### config.mk
export PLATFORM = sky130hd
export DESIGN_NAME = sbb_div
export DESIGN_NICKNAME = d
export VERILOG_FILES = /design/src/sv/sbb_pkg.sv /design/src/sv/sbb_div.sv
export SDC_FILE = /design/constraint.sdc
export NUM_CORES = 1
export LEC_CHECK = 0
export BUFFER_PORTS_ARGS = -buffer_cell sky130_fd_sc_hd__buf_2
export CAP_MARGIN = 40
export CORE_ASPECT_RATIO = 1.75
export CORE_MARGIN = 3
export CORE_UTILIZATION = 38
export CTS_CLUSTER_SIZE = 28
export DETAILED_ROUTE_END_ITERATION = 8
export SLEW_MARGIN = 20
export SYNTH_ARGS = -nofsm -noshare
export SYNTH_HDL_FRONTEND = slang
export SYNTH_SLANG_ARGS = --single-unit
### constraint.sdc
create_clock -name clk -period 2.5 [get_ports clk]
set_input_delay 0.125 -clock clk [delete_from_list [all_inputs] [get_ports clk]]
set_output_delay 0.125 -clock clk [all_outputs]
set_load 0.05 [all_outputs]
### src/sv/sbb_pkg.sv
// shared types and constants for the separable box blur
`timescale 1ns / 1ps
package sbb_pkg;
	localparam int unsigned PIX_W = 32;
	typedef enum logic [3:0] {
		ST_IDLE, ST_POS_DIV, ST_ROW_RD, ST_ROW_WAIT, ST_ROW_ACC, ST_ROW_DIV,
		ST_COL_ACC, ST_COL_DIV, ST_OUT
	} sbb_state_t;
	typedef enum logic [1:0] {
		REG_WIDTH = 2'd0, REG_HEIGHT = 2'd1, REG_RADIUS = 2'd2
	} sbb_reg_t;
	typedef struct packed {
		logic        start;
		logic [31:0] dividend;
		logic [8:0]  divisor;
	} sbb_div_req_t;
endpackage

### src/sv/sbb_div.sv
// restoring divider, one quotient bit per cycle, shared by all passes
`timescale 1ns / 1ps
module sbb_div
	import sbb_pkg::*;
(
	input  logic         clk,
	input  logic         arst_n,
	input  sbb_div_req_t req,
	output logic         busy,
	output logic [31:0]  quot,
	output logic [8:0]   rem
);
	logic [31:0] q_q;
	logic [9:0]  rem_q;
	logic [8:0]  dvs_q;
	logic [5:0]  cnt_q;
	logic [9:0]  trial;
	logic        ge;
	always_comb begin
		trial = {rem_q[8:0], q_q[31]};
		ge    = trial >= {1'b0, dvs_q};
	end
	always_ff @(posedge clk or negedge arst_n) begin
		if (!arst_n) begin
			cnt_q <= '0;
		end else if (req.start) begin
			cnt_q <= 6'd32;
		end else if (cnt_q != '0) begin
			cnt_q <= cnt_q - 6'd1;
		end
	end
	always_ff @(posedge clk) begin
		if (req.start) begin
			q_q   <= req.dividend;
			rem_q <= '0;
			dvs_q <= req.divisor;
		end else if (cnt_q != '0) begin
			rem_q <= ge ? trial - {1'b0, dvs_q} : trial;
			q_q   <= {q_q[30:0], ge};
		end
	end
	assign busy = (cnt_q != '0) || req.start;
	assign quot = q_q;
	assign rem  = rem_q[8:0];
endmodule

# Yosys cells after proc, flatten, opt, wreduce, memory -nomap -nowiden
# Index checks and enable logic that the tools add are counted.
[word_totals]
latch_bits = 0
regBits = 56
word_cells = 15
n_memories = 0
ram_bits = 0
inputBits = 44
output_inout_bits = 42
rom_bits = 0
[classes]
addsub = 2
shift = 0
n_bitwise = 0
n_reduce_logical = 3
n_eq_ne = 0
div = 0
mul = 0
mux = 5
order_cmp = 1
[op_table]
columns = ["cell", "count"]
rows = [
  ["2-to-1 mux 32 bit", 2],
  ["2-to-1 mux 6 bit", 2],
  [">= comparator 10 x 9 -> 1 bit", 1],
  ["2-to-1 mux 9 bit", 1],
  ["subtractor 9 bit", 1],
  ["nonzero test 6 bit", 1],
  ["subtractor 6 x 1 -> 6 bit, second input constant", 1],
  ["nonzero test 2 bit", 1],
  ["logical OR 1 bit", 1],
]

# Longest topological paths before layout
[logic_depth]
ltp_word = 3
depth_mapped = 10
depth_no_buf = 9

# Least setup slack after synthesis
# OpenSTA, ideal clock, no wires.
[synth_path]
path_type = "reg2reg"
start = "register cnt_q[0]"
end = "register q_q[0] (netlist: quot[0]) (enable)"
arrival_ps = 2115
required_ps = 2029
path_stages_with_launch = 8
slack_ps = -86
synth_period_minus_slack_ps = 2586
setup_ps = 471
cell_sequence = "dfrtp_1 inv_1 ha_1 nand2b_4 or4_1 clkbuf_1 nor2_2 inv_1"
[synth_via]
elab_chain_cells = 2
[synth_rtl]
columns = ["item", "line_no", "rtl"]
rows = [
  ["start: declaration", "sbb_div.sv:16", "logic [5:0] cnt_q;"],
  ["start signal: assignment", "sbb_div.sv:29", "cnt_q <= cnt_q - 6'd1;"],
  ["nonzero test 6 bit", "sbb_div.sv:37", "end else if (cnt_q != '0) begin"],
  ["nonzero test 2 bit (no line)", "-", ""],
  ["end signal: assignment", "sbb_div.sv:34", "q_q <= req.dividend;"],
  ["end signal: assignment", "sbb_div.sv:39", "q_q <= {q_q[30:0], ge};"],
  ["end: declaration", "sbb_div.sv:13", "logic [31:0] q_q;"],
]
# No other way between the ends.
# A chain may end at the register's enable or synchronous reset.

# Final worst setup path
[layout_path]
start = "register q_q[31] (netlist: quot[31])"
end = "register rem_q[6]"
[layout_via]
elab_chain_cells = 2
word_cells_on_any_way = 3
[layout_rtl]
columns = ["item", "line_no", "rtl"]
rows = [
  ["subtractor 9 bit or >= comparator 10 x 9 -> 1 bit (tied branches)", "sbb_div.sv:38, sbb_div.sv:21", ""],
  ["2-to-1 mux 9 bit *", "sbb_div.sv:38", "rem_q <= ge ? trial - {1'b0, dvs_q} : trial;"],
  ["end signal: assignment", "sbb_div.sv:38", ""],
  ["end: declaration", "sbb_div.sv:14", "logic [9:0] rem_q;"],
]
# Every way passes the cells marked *; elsewhere a longest branch is shown, timed or not.

==> qor.yml <==
floorplanning:
  die_h_um: 119
  num_io_pins: 86
  fp.dieW_um: 70.7
  initial_core_util: 0.398
  die-area_um2: 8440
  rows: 40
  core_area_um2: 7010
routing:
  drtPass1Iterations: 4
  first_iter_violations: 83
  drc: 0
  wl_mm: 6.31
  drtAntennaViolNets: 0
  via_per_inst: 5.13
  vias: 2058
  wl_per_cell_um: 15.7
placement:
  pre_cts_ws_ns: 0.0947
  dpl.hpwl_mm: 4.94
  gp_congestion: 0.834
  port_buffers: 85
power:
  p_leak_uw: 0.00158
  total_power_uw: 4170
  vdd_drop_max_uv: 760
  powerDensity_nw_per_um2: 1160
synthesis:
  yosys_warnings: 0
  synth_edf_count: 41
  synth_fp_nets: 269
  postSynthCellCount: 214
  synth_area_per_cell_um2: 13.0
  async_flop_share: 0.107
  netlist.area_leader.share: 0.442
  synth_area_leaders: "edfxtp_1 (44%), mux2_2 (13%), dfxtp_1 (6.5%), dfrtp_1 (5.4%), ha_1 (4.5%)"
  synth_area_um2: 2790
  yosys.area.top_type: "edfxtp_1"
  synth_seq_cells: 56
  synthFlopType: "edfxtp_1"
  yosysMostFrequentCell: "edfxtp_1"
  yosysUniqueCellTypes: 49
  yosysSeqAreaShare: 0.560
  synth_common_cells: "edfxtp_1 (41), mux2_2 (31), inv_1 (17)"
setup_path:
  cp.arrival_ns: 2.41
  worst_setup_path_start_kind: "flip-flop"
  crit_required_ns: 2.71
  worst-setup-path-type: "reg2reg"
  critical_path.max_fanout: 8
  critPathCaptureType: "flip-flop"
clock_network:
  clk_path_buf_depth: 2
  h-tree-depth: 2
  post_cts_resized: 0
  clk_latency_ns: 0.29
  clock-sinks: 56
  cts_tree: "built"
  clkTransAtPathRegs_ns: 0.07
  cts_root_buf: "clkbuf_16"
  cts_buffers: 5
global_route:
  grt_max_degree: 23
  grt_pass1_wl_mm: 10.8
  antenna_found_initial: 0
  gr-total-overflow: 0
  grt_use_total: 0.161
  grt_pass1_vias: 2227
timing:
  final_hold_viol_count: 0
  period_minus_slack_ns: 2.20
  tightest_slew_ns: 0.560
  finalMaxSlewViolations: 0
  grt_setup_unrepaired: "no"
  max_freq_ghz: 0.454
  relSlewSlack: 0.627
  fin_skew_ns: 0.00321
  fin_crit_sh: 0.882
  setup_viol: 0
  whs_ns: 0.00607
  worst_slack_ns: 0.296
layout:
  fin_nets: 371
  num_antenna_cells: 0
  drive_above_1_share: 0.467
  fillers: 663
  regArea_um2: 1560
  area_growth_pct: 29.1
  multi_input_area_um2: 1150
hold_path:
  hold_path.class: "in2reg"
flow_run:
  maxCapViolations: 0
outcome:
  status: "finished clean"
==> placed cells by master (no fill, tap or decap), drive strengths merged, types with 2 or more instances in the layout <==
cell type / n
buf: 96
ha: 10
xor2: 3
nand2: 10
clkinv: 2
o31ai: 3
dfxtp: 9
edfxtp: 41
a21oi: 8
mux2i: 4
inv: 16
o21ai: 10
nor2: 13
dfrtp: 6
a211oi: 3
or4: 3
o211ai: 2
nand3: 4
nand2b: 4
clkbuf: 6
mux2: 31
xnor2: 3
nand3b: 2
dlygate4sd3: 5
nor4: 3
nor3: 2
==> per-stage QoR <==
stage          std cells   util  area [µm²]  setup TNS [ns]
5_1_grt              401  0.514        3600               0
4_1_cts              397  0.509        3570               0
3_5_place_dp         385  0.482        3380               0
3_3_place_gp         385  0.482        3380               0
6_report             401  0.514        3600               0
2_1_floorplan        214      -        2810          -0.701
==> registers in the layout, summed over array words and instances (netlist names) <==
| register | cells |
|---|---|
| dvs_q | 9 |
| quot | 32 |
| cnt_q | 6 |
| rem_q | 9 |
==> cells by family (layout without fill, tap and decap cells) <==
kind of cell    Yosys count  count (layout)  share of synthesized area
xor+xnor                  6               6                     0.0189
mux                      35              35                      0.140
flops                    56              56                      0.560
simple gates             45              45                     0.0848
buf+inv                  23             126                     0.0350
fa+ha+maj                11              11                     0.0521
compound gates           38              38                      0.110
==> report_power, final <==
part / internal [µW] / switching (µW)
Sequential: 1280 / 185
Combinational: 680 / 1320
Clock: 396 / 314
==> critical path, stage by stage, from the launching register on <==
cell and delay, ns:
edfxtp_1 0.41, inv_1 0.08, ha_1 0.15, inv_1 0.05, fa_1 0.41, a211oi_2 0.26
o21ai_2 0.13, a31oi_4 0.16, buf_4 0.18, a21oi_1 0.07, a211oi_1 0.22
==> what timing repair did <==
item | CTS | global route
hold buffers | 4 | 1
endpoints found under the setup margin | 0 | 7
buffers inserted | 0 | 3
hold endpoints to repair | 9 | 1
==> per-layer routing <==
metal  part of all wire  track usage
met5                  0            0
met4              0.015       0.0518
met3              0.060       0.0456
met2               0.54        0.287
met1               0.38        0.182
==> layout make-up <==
type,instances,area share
clock buffers,6,0.0386
clock inverters,2,0.00278
inverters,17,0.0188
multi-input cells,135,0.318
flip-flops and latches,56,0.434
well taps,84,0.0292
repair buffers,101,0.158
==> path summary, 6_finish.rpt <==
check | from | slack [ns] | cells after the start | endpoint
worst max-delay path | quot[31] | 0.30 | 10 | rem_q[6]
worst min-delay path | req[8] | 0.006 | 1 | dvs_q[8]
worst min register to register | rem_q[8] | 0.46 | 2 | rem_q[8]
worst max register to register | quot[31] | 0.30 | 10 | rem_q[6]
max in group asynchronous | arst_n | 2.16 | 2 | cnt_q[3]
min in group asynchronous | arst_n | 0.19 | 2 | cnt_q[2]
No activity file was read; power rests on OpenSTA's default activity.
